File: src/design/periodic_interval_timer_unit_macros.svh
// Assertion macros for the periodic interval timer unit.
// Expects clk and arst_n in the scope that uses them; no other dependencies.
`ifndef PERIODIC_INTERVAL_TIMER_UNIT_MACROS_SVH
`define PERIODIC_INTERVAL_TIMER_UNIT_MACROS_SVH

// property must hold at every clock edge outside reset
`define PITU_ASSERT(label, prop, msg) \
	label: assert property (@(posedge clk) disable iff (!arst_n) (prop)) else $error(msg);

// consequent must hold in the cycle after the antecedent
`define PITU_ASSERT_NEXT(label, ante, cons, msg) \
	label: assert property (@(posedge clk) disable iff (!arst_n) (ante) |=> (cons)) else $error(msg);

`endif

File: src/design/pitu_pkg.sv
// Shared types and constants for the periodic interval timer unit.
// No dependencies.
package pitu_pkg;

	localparam int unsigned DEF_INTERVAL_BITS = 20;
	localparam int unsigned DEF_WRAP_BITS     = 12;

	// request kinds
	localparam logic [1:0] REQ_TICK  = 2'd0;
	localparam logic [1:0] REQ_READ  = 2'd1;
	localparam logic [1:0] REQ_WRITE = 2'd2;

	// register indexes
	localparam logic [1:0] REG_MODE   = 2'd0;
	localparam logic [1:0] REG_STATUS = 2'd1;
	localparam logic [1:0] REG_VALUE  = 2'd2;
	localparam logic [1:0] REG_PEEK   = 2'd3;

	// mode word bits
	localparam int unsigned EN_BIT  = 24;
	localparam int unsigned IEN_BIT = 25;

	typedef struct packed {
		logic [1:0]  req_type;
		logic [1:0]  reg_index;
		logic [31:0] write_data;
	} req_item_t;

	typedef struct packed {
		logic [31:0] read_data;
		logic        irq_level;
		logic        access_error;
	} rsp_item_t;

endpackage

File: src/design/pitu_core.sv
// Timer state and single-pass item processing for the periodic interval timer unit.
// Depends on pitu_pkg.
module pitu_core #(
	parameter int unsigned INTERVAL_BITS = pitu_pkg::DEF_INTERVAL_BITS,
	parameter int unsigned WRAP_BITS     = pitu_pkg::DEF_WRAP_BITS
) (
	input  logic                clk,
	input  logic                arst_n,
	input  logic                fire,
	input  pitu_pkg::req_item_t item,
	output pitu_pkg::rsp_item_t result
);

	localparam int unsigned CW = INTERVAL_BITS + 1;
	localparam logic [31:0] MODE_RESET = 32'((64'd1 << INTERVAL_BITS) - 64'd1);

	logic [31:0]            mode_q, mode_d;
	logic                   status_q, status_d;
	logic [WRAP_BITS-1:0]   wrap_q, wrap_d;
	logic [CW-1:0]          remaining_q, remaining_d;
	logic [CW-1:0]          reload_q, reload_d;
	logic                   running_q, running_d;
	logic                   irq_q, irq_d;

	logic [CW-1:0]          elapsed_full;
	logic [63:0]            value_wide;
	logic [31:0]            value_word;
	logic [31:0]            rd;
	logic                   err;

	assign elapsed_full = reload_q - remaining_q;
	assign value_wide   = 64'({wrap_q, elapsed_full[INTERVAL_BITS-1:0]});
	assign value_word   = value_wide[31:0];

	always_comb begin
		mode_d      = mode_q;
		status_d    = status_q;
		wrap_d      = wrap_q;
		remaining_d = remaining_q;
		reload_d    = reload_q;
		running_d   = running_q;
		irq_d       = irq_q;
		rd          = '0;
		err         = 1'b0;
		case (item.req_type)
			pitu_pkg::REQ_TICK: begin
				if (running_q) begin
					// a remaining of zero or one wraps
					if (remaining_q[CW-1:1] == '0) begin
						remaining_d = reload_q;
						status_d    = 1'b1;
						wrap_d      = wrap_q + WRAP_BITS'(1);
						if (mode_q[pitu_pkg::IEN_BIT]) irq_d = 1'b1;
						if (!mode_q[pitu_pkg::EN_BIT]) running_d = 1'b0;
					end else begin
						remaining_d = remaining_q - CW'(1);
					end
				end
			end
			pitu_pkg::REQ_READ: begin
				case (item.reg_index)
					pitu_pkg::REG_MODE:   rd = mode_q;
					pitu_pkg::REG_STATUS: rd = {31'd0, status_q};
					pitu_pkg::REG_VALUE: begin
						rd       = value_word;
						wrap_d   = '0;
						status_d = 1'b0;
						irq_d    = 1'b0;
					end
					default: rd = value_word;
				endcase
			end
			pitu_pkg::REQ_WRITE: begin
				if (item.reg_index == pitu_pkg::REG_MODE) begin
					mode_d = item.write_data;
					if (item.write_data[pitu_pkg::EN_BIT]) begin
						reload_d    = {1'b0, item.write_data[INTERVAL_BITS-1:0]} + CW'(1);
						remaining_d = {1'b0, item.write_data[INTERVAL_BITS-1:0]} + CW'(1);
						running_d   = 1'b1;
					end
				end else begin
					err = 1'b1;
				end
			end
			default: ;
		endcase
	end

	assign result.read_data    = rd;
	assign result.irq_level    = irq_d;
	assign result.access_error = err;

	always_ff @(posedge clk or negedge arst_n) begin
		if (!arst_n) begin
			mode_q      <= MODE_RESET;
			status_q    <= 1'b0;
			wrap_q      <= '0;
			remaining_q <= '0;
			reload_q    <= '0;
			running_q   <= 1'b0;
			irq_q       <= 1'b0;
		end else if (fire) begin
			mode_q      <= mode_d;
			status_q    <= status_d;
			wrap_q      <= wrap_d;
			remaining_q <= remaining_d;
			reload_q    <= reload_d;
			running_q   <= running_d;
			irq_q       <= irq_d;
		end
	end

endmodule

File: src/design/pitu_outq.sv
// Two-entry result queue (output register plus skid) for the periodic interval timer unit.
// Depends on pitu_pkg and periodic_interval_timer_unit_macros.svh.
`include "periodic_interval_timer_unit_macros.svh"

module pitu_outq (
	input  logic                clk,
	input  logic                arst_n,
	input  logic                push,
	input  pitu_pkg::rsp_item_t push_item,
	output logic                room,
	output logic                valid,
	input  logic                stall,
	output pitu_pkg::rsp_item_t head
);

	logic [1:0]          count_q;
	pitu_pkg::rsp_item_t head_q;
	pitu_pkg::rsp_item_t skid_q;
	logic                pop;

	assign valid = (count_q != 2'd0);
	assign room  = (count_q != 2'd2);
	assign head  = head_q;
	assign pop   = valid && !stall;

	always_ff @(posedge clk or negedge arst_n) begin
		if (!arst_n) begin
			count_q <= 2'd0;
		end else begin
			count_q <= count_q + {1'b0, push} - {1'b0, pop};
		end
	end

	always_ff @(posedge clk) begin
		if (pop) begin
			if (count_q == 2'd2) begin
				head_q <= skid_q;
				if (push) skid_q <= push_item;
			end else if (push) begin
				head_q <= push_item;
			end
		end else if (push) begin
			if (count_q == 2'd0) head_q <= push_item;
			else skid_q <= push_item;
		end
	end

	`PITU_ASSERT(a_no_push_when_full, !(push && count_q == 2'd2), "item pushed into full queue")
	`PITU_ASSERT(a_count_range, count_q != 2'd3, "queue count out of range")
	`PITU_ASSERT_NEXT(a_push_shows, push && count_q == 2'd0, valid, "pushed item not presented")
	`PITU_ASSERT_NEXT(a_skid_drains, count_q == 2'd2 && pop && !push, count_q == 2'd1 && valid, "skid entry lost on pop")

endmodule

File: src/design/periodic_interval_timer_unit.sv
// Periodic interval timer unit, top level.
// Channels: req (req_valid/req_stall, struct req carrying req_type, reg_index,
// write_data) and rsp (rsp_valid/rsp_stall, struct rsp carrying read_data,
// irq_level, access_error). An item moves when valid is high and stall is low.
// Every request item gives exactly one response item, in order.
// A request accepted from req is registered in the input register; once the
// result queue has room, it is processed against the timer state and pushed
// into the result queue, which raises rsp_valid.
// Throughput: one item per cycle while rsp_stall stays low, set by the single
// input register feeding a two-entry result queue.
// When the receiver stalls, the queue fills (output register plus skid), then
// req_stall rises and the input register holds its item; no item is dropped.
// Reset (arst_n low) empties the pipeline, loads the mode word with the full
// interval mask and clears status, wrap count, counter, reload and interrupt.
// Depends on pitu_pkg, pitu_core and pitu_outq.
module periodic_interval_timer_unit #(
	parameter int unsigned INTERVAL_BITS = pitu_pkg::DEF_INTERVAL_BITS,
	parameter int unsigned WRAP_BITS     = pitu_pkg::DEF_WRAP_BITS
) (
	input  logic                clk,
	input  logic                arst_n,
	input  logic                req_valid,
	output logic                req_stall,
	input  pitu_pkg::req_item_t req,
	output logic                rsp_valid,
	input  logic                rsp_stall,
	output pitu_pkg::rsp_item_t rsp
);

	logic                valid_s1;
	pitu_pkg::req_item_t item_s1;
	logic                room;
	logic                advance;
	pitu_pkg::rsp_item_t result;

	assign advance   = valid_s1 && room;
	assign req_stall = valid_s1 && !room;

	always_ff @(posedge clk or negedge arst_n) begin
		if (!arst_n) begin
			valid_s1 <= 1'b0;
		end else if (req_valid && !req_stall) begin
			valid_s1 <= 1'b1;
		end else if (advance) begin
			valid_s1 <= 1'b0;
		end
	end

	always_ff @(posedge clk) begin
		if (req_valid && !req_stall) item_s1 <= req;
	end

	pitu_core #(
		.INTERVAL_BITS(INTERVAL_BITS),
		.WRAP_BITS(WRAP_BITS)
	) u_core (
		.clk(clk),
		.arst_n(arst_n),
		.fire(advance),
		.item(item_s1),
		.result(result)
	);

	pitu_outq u_outq (
		.clk(clk),
		.arst_n(arst_n),
		.push(advance),
		.push_item(result),
		.room(room),
		.valid(rsp_valid),
		.stall(rsp_stall),
		.head(rsp)
	);

endmodule
File: config.mk
export PLATFORM = sky130hd
export DESIGN_NAME = periodic_interval_timer_unit
export DESIGN_NICKNAME = d
export VERILOG_FILES = /design/src/design/pitu_pkg.sv /design/src/design/pitu_core.sv /design/src/design/pitu_outq.sv /design/src/design/periodic_interval_timer_unit.sv
export VERILOG_INCLUDE_DIRS = /design/src /design/src/design
export SDC_FILE = /design/constraint.sdc
export NUM_CORES = 1
export LEC_CHECK = 0
export BUFFER_PORTS_ARGS = -buffer_cell sky130_fd_sc_hd__buf_2
export CAP_MARGIN = 20
export CORE_MARGIN = 2
export CORE_UTILIZATION = 60
export CTS_BUF_LIST = sky130_fd_sc_hd__clkbuf_4 sky130_fd_sc_hd__clkbuf_8
export DETAILED_ROUTE_END_ITERATION = 10
export GPL_ROUTABILITY_DRIVEN = 0
export PLACE_DENSITY = 0.87
export SLEW_MARGIN = 20
export SYNTH_ARGS = -nofsm -noshare
export SYNTH_HDL_FRONTEND = slang
export SYNTH_SLANG_ARGS = --single-unit
File: constraint.sdc
create_clock -name clk -period 4.3 [get_ports clk]
set_input_delay 0 -clock clk [delete_from_list [all_inputs] [get_ports clk]]
set_output_delay 0 -clock clk [all_outputs]
set_load 0.005 [all_outputs]
==> flow_summary.json, run 1 <==
{
  "die_area_um2": 17200,
  "finClkSkew_ns": 0.0197,
  "antenna_found_initial": 0,
  "crit_chain": "nand2b_1 > buf_4 > nor3_1 > o221a_2 > nand2_1 > buf_4 > mux2_2",
  "slowest_stage": "o221a_2",
  "relSlewSlack": 0.326,
  "arrival_ns": 3.52,
  "tightest_slew_ns": 1.01,
  "rows": 46,
  "via_per_inst": 6.24,
  "regArea_um2": 5450,
  "yosys_register_bits": 196,
  "ant_nets": 0,
  "drc": 0,
  "drtIter0Drc": 791,
  "nNetsFinal": 1040,
  "yosysTopAreaCell": "edfxtp_1",
  "htree_levels": 4,
  "post-route-period-util": 0.728,
  "cts_buffers": 17,
  "start_util": 0.613,
  "crit_top_cell": "buf_4",
  "async_flop_share": 0.469,
  "finalHoldViolCount": 0,
  "vias": 7512,
  "yosys_warnings": 0,
  "grt_pass1_wl_mm": 38.2,
  "synthTopCellsByCount": "edfxtp_1, nand2_1, o21ai_0",
  "netlist.area_leader.share": 0.322,
  "diodes": 0,
  "cp.required_ns": 4.69,
  "critPathMaxStageDelay_ns": 0.58,
  "dp_hpwl_mm": 16.1,
  "synth_cells": 872,
  "finalMaxSlewViolations": 0,
  "start_kind": "flip-flop",
  "multi_input_area_um2": 4000,
  "track_usage": 0.283,
  "power_density_nw_per_um2": 641,
  "dieWidth_um": 131,
  "cp_max_fo": 36,
  "area_delta_synth_final_pct": 14.4,
  "cp_top_family": "simple AND/OR/NAND/NOR gates",
  "path_clk_slew_ns": 0.11,
  "netlist_area_um2": 9710,
  "synth_area_per_cell_um2": 11.1,
  "wl_mm": 23.6,
  "ioPinCount": 76,
  "setup_viol_count_final": 0,
  "grt_max_degree": 69,
  "drt_first_pass_iters": 5,
  "tns_ns": 0,
  "period_needed_ns": 3.13,
  "fmaxAchievable_ghz": 0.319,
  "ys_types": 62,
  "synth_seq_area_share": 0.561,
  "p_leak_nw": 4.64,
  "fillers": 1074,
  "synth_edf_count": 104,
  "wire_per_inst_um": 19.6,
  "clk_path_buf_depth": 2,
  "vdd_ir_drop_max_v": 0.000455,
  "instances_no_fill": 1204,
  "port_buffers": 75,
  "layout-drive-gt1-share": 0.210,
  "ys.flop_type": "edfxtp_1",
  "root_buffer": "clkbuf_8",
  "first_global_vias": 7354,
  "die_h_um": 131,
  "maxCapViolations": 0,
  "clkLatencyLatePin_ns": 0.50,
  "outcome": "complete, no violations",
  "core_um2": 15800,
  "dp_cells": 1134,
  "critPathCaptureType": "flip-flop",
  "cts.sinks": 196,
  "hold_class": "in -> reg",
  "yosysMostFrequentCell": "edfxtp_1",
  "rsz0062_at_grt": "false",
  "grt.overflow.total": 0,
  "tritoncts": "built",
  "synth_area_leaders": "edfxtp_1, dfrtp_1, mux2_2",
  "syn-num-nets": 937,
  "crit_buf_inv": 2,
  "path_class": "reg -> reg"
}
## final timing paths
path / slack, ns / from / depth (start not counted) / end
min in group asynchronous: 0.15 / arst_n / 2 / u_core.remaining_q[3]
max: 1.17 / item_s1[34] / 7 / u_core.reload_q[1]
max reg2reg: 1.17 / item_s1[34] / 7 / u_core.reload_q[1]
min: 0.09 / rsp_stall / 2 / u_outq.head[6]
min reg2reg: 0.49 / item_s1[29] / 1 / u_core.mode_q[29]
max in group asynchronous: 3.17 / arst_n / 3 / u_core.mode_q[14]
## metrics by stage
stage / hold WS (ns) / utilization / setup WS [ns] / instance area, µm² / power, mW
5_1_grt: 0.0862 / 0.702 / 1.01 / 11100 / 7.52
3_3_place_gp: 0.165 / 0.650 / 1.39 / 10300 / 5.68
4_1_cts: 0.0788 / 0.702 / 1.24 / 11100 / 7.07
3_5_place_dp: 0.169 / 0.650 / 1.27 / 10300 / 5.79
6_report: 0.0893 / 0.702 / 1.17 / 11100 / 7.12
2_1_floorplan: -0.296 / - / 1.61 / 9710 / 4.92
## cell families (layout without fill, tap and decap cells)
| group | Yosys count | after routing | share of synthesized area |
|---|---|---|---|
| flip-flops | 196 | 196 | 0.561 |
| adder cells (fa/ha/maj) | 25 | 25 | 0.0330 |
| buffers and inverters | 71 | 187 | 0.0285 |
| multiplexers | 57 | 57 | 0.0657 |
| AO/OA/AOI/OAI | 227 | 227 | 0.144 |
| XOR/XNOR | 49 | 49 | 0.0442 |
| AND/OR/NAND/NOR | 247 | 247 | 0.123 |
## routing by layer
metal  GRT usage  share of wire
met2       0.464           0.48
met4       0.125          0.036
met3      0.0571          0.068
met5           0              0
met1       0.369           0.41
## placed cells by master (no fill, tap or decap), types with 27 or more instances in the layout
cell	n
a21oi_1	59
buf_2	74
dfrtp_1	72
dlygate4sd3_1	38
edfxtp_1	104
inv_1	31
mux2_2	54
nand2_1	89
nor2_1	54
o21ai_0	77
xnor2_1	27
## registers in the layout, indices dropped and copies added, names as in the netlist
name	count
u_core.status_q	1
u_core.reload_q	21
u_core.running_q	1
u_core.remaining_q	21
u_core.wrap_q	12
item_s1	36
valid_s1	1
u_core.mode_q	32
u_core.irq_q	1
u_outq.count_q	2
u_outq.head	34
u_outq.skid_q	34
## power breakdown
group	total, mW	switching [mW]	leakage [nW]	internal [mW]
Sequential	3.17	0.429	2.14	2.74
Clock	1.27	0.763	0.219	0.510
Combinational	2.67	1.55	2.28	1.12
## final cells by class
type	count	share of cell area
clock buffers	17	0.0211
clock inverters	15	0.0180
inverters	32	0.0108
multi-input cells	605	0.360
flip-flops and latches	196	0.491
well taps	216	0.0243
repair buffers	123	0.0750
## timing repair
action                    4_1_cts  5_1_grt
gates resized for setup         0        0
hold buffers                   38        0
buffers inserted                0        0
hold endpoints to repair       94        0
(Power assumes the default switching activity.)
==> run 2, diff against run 1 <==
==> constraint.sdc (replaced) <==
create_clock -name clk -period 3.2 [get_ports clk]
set_input_delay 0 -clock clk [delete_from_list [all_inputs] [get_ports clk]]
set_output_delay 0 -clock clk [all_outputs]
set_load 0.005 [all_outputs]
==> flow_summary.json, run 2 (synthesis gave the netlist of run 1 again) <==
{
  "ant_nets": 0,
  "rrSetupSlack_ns": 0.20,
  "diodes": 0,
  "cts_buffers": 17,
  "dieWidth_um": 131,
  "mostFrequentLayoutCells": "edfxtp_1, nand2_1, o21ai_0",
  "seq_power_share": 0.445,
  "switchingPower_mw": 3.68,
  "relSlewSlack": 0.354,
  "finalMaxSlewViolations": 0,
  "cp_max_fo": 5,
  "finalHoldViolCount": 0,
  "hold_class": "in -> async",
  "ctsResizeCount": 0,
  "internal_power_mw": 5.96,
  "r2r_end": "u_outq.head[16]",
  "reg2reg_from": "u_core.remaining_q[0]",
  "grt_pass1_wl_mm": 39.8,
  "outcome": "complete, no violations",
  "largest_register": "item_s1",
  "cts.sinks": 196,
  "grt_max_degree": 40,
  "nNetsFinal": 1054,
  "comb_power_share": 0.378,
  "p_clk_frac": 0.177,
  "dp_hpwl_mm": 16.0,
  "path_class": "reg -> reg",
  "wire_per_inst_um": 20.0,
  "area_delta_synth_final_pct": 15.5,
  "swShare": 0.381,
  "p_leak_nw": 4.70,
  "arrival_ns": 3.26,
  "ff2ff_path_depth": 10,
  "ioPinCount": 76,
  "path_clk_slew_ns": 0.11,
  "maxCapViolations": 0,
  "clk_path_buf_depth": 2,
  "port_buffers": 75,
  "rows": 46,
  "via_per_inst": 6.16,
  "fmaxAchievable_ghz": 0.334,
  "clkLatencyLatePin_ns": 0.51,
  "htree_levels": 4,
  "largest_register_ffs": 36,
  "core_um2": 15800,
  "wl_mm": 24.4,
  "die_h_um": 131,
  "fin_area_um2": 11200,
  "utilization": 0.708,
  "critPathLaunch": "u_core.remaining_q[0]",
  "rsz0062_at_grt": "false",
  "tightest_slew_ns": 0.969,
  "tns_ns": 0,
  "antenna_found_initial": 1,
  "root_buffer": "clkbuf_8",
  "period_needed_ns": 3.00,
  "fin_hold_ws_ns": 0.0774,
  "setup_viol_count_final": 0,
  "finClkSkew_ns": 0.0182,
  "vias": 7504,
  "placed_area_um2": 10400,
  "layout-drive-gt1-share": 0.219,
  "cp.required_ns": 3.46,
  "die_area_um2": 17200,
  "mostFrequentLayoutCell": "edfxtp_1",
  "drt_first_pass_iters": 5,
  "first_global_vias": 7550,
  "fillers": 1079,
  "power_density_nw_per_um2": 860,
  "start_util": 0.613,
  "post-route-period-util": 0.937,
  "endpoint": "u_outq.head[16]",
  "track_usage": 0.297,
  "grt.overflow.total": 0,
  "tritoncts": "built",
  "drtIter0Drc": 832,
  "vdd_ir_drop_max_v": 0.000495,
  "critPathCaptureType": "flip-flop",
  "drc": 0,
  "start_kind": "flip-flop"
}
## run 2: cell types whose count changed in the layout (fill, tap and decap cells not counted), sizes merged
cell / delta
clkbuf: +1
clkinvlp: +1
buf: +13
dlygate4sd3: +1
bufinv: +1
inv: -3
## run 2: layout make-up
type / instances / area, µm² / share of cell area
clock buffer: 18 / 241 / 0.0215
clock inverter: 14 / 173 / 0.0154
inverter: 32 / 120 / 0.0107
multi-input combinational: 605 / 4000 / 0.357
sequential: 196 / 5450 / 0.486
tap: 216 / 270 / 0.0241
timing repair buffer: 137 / 953 / 0.0851
## run 2: what timing repair did
item,CTS,global route
hold buffers,40,0
endpoints found under the hold margin,122,0
buffers inserted,0,0
## run 2: worst min-delay path by stage
stage | end | startpoint
6_report | u_core.remaining_q[6] | arst_n
5_1_grt | u_core.mode_q[1] | arst_n
4_1_cts | u_core.mode_q[4] | arst_n
3_5_place_dp | u_core.reload_q[2] | arst_n
3_3_place_gp | u_core.reload_q[4] | arst_n
2_1_floorplan | u_core.irq_q | arst_n
## run 2: per-stage QoR
| stage | total power [mW] | worst slack [ns] | cells |
|---|---|---|---|
| after floorplan | 6.62 | 0.510 | 872 |
| after global placement | 7.63 | 0.342 | 1146 |
| after detailed placement | 7.78 | 0.260 | 1146 |
| after CTS | 9.52 | 0.248 | 1218 |
| after global routing | 10.2 | 0.0346 | 1218 |
| final | 9.64 | 0.202 | 1218 |
## run 2: worst max-delay path, stage by stage (launching register included)
cell and delay, ns:
dfrtp_1 0.45, ha_1 0.21, inv_1 0.07, fa_1 0.41, a211oi_1 0.24, o21a_1 0.20, a21oi_1 0.16, a311o_1 0.42
xnor2_1 0.18, o21ai_0 0.11, mux2_2 0.30
## run 2: power groups by stage
stage | clock network, mW | logic, mW | registers [mW]
global route | 1.82 | 4.01 | 4.36
floorplan | 0 | 2.49 | 4.13
global placement | 0 | 3.38 | 4.25
finish | 1.71 | 3.65 | 4.29
CTS | 1.70 | 3.57 | 4.25
detailed placement | 0 | 3.49 | 4.29
## run 2: per-layer routing
layer | vias up | track usage | share of wire | wire [µm]
met5 | - | 0 | 0.00053 | 13
met4 | 2 | 0.117 | 0.033 | 800
met3 | 67 | 0.0625 | 0.069 | 1690
met2 | 386 | 0.484 | 0.49 | 11900
met1 | 3615 | 0.392 | 0.41 | 9970
li1 | 3434 | - | - | -
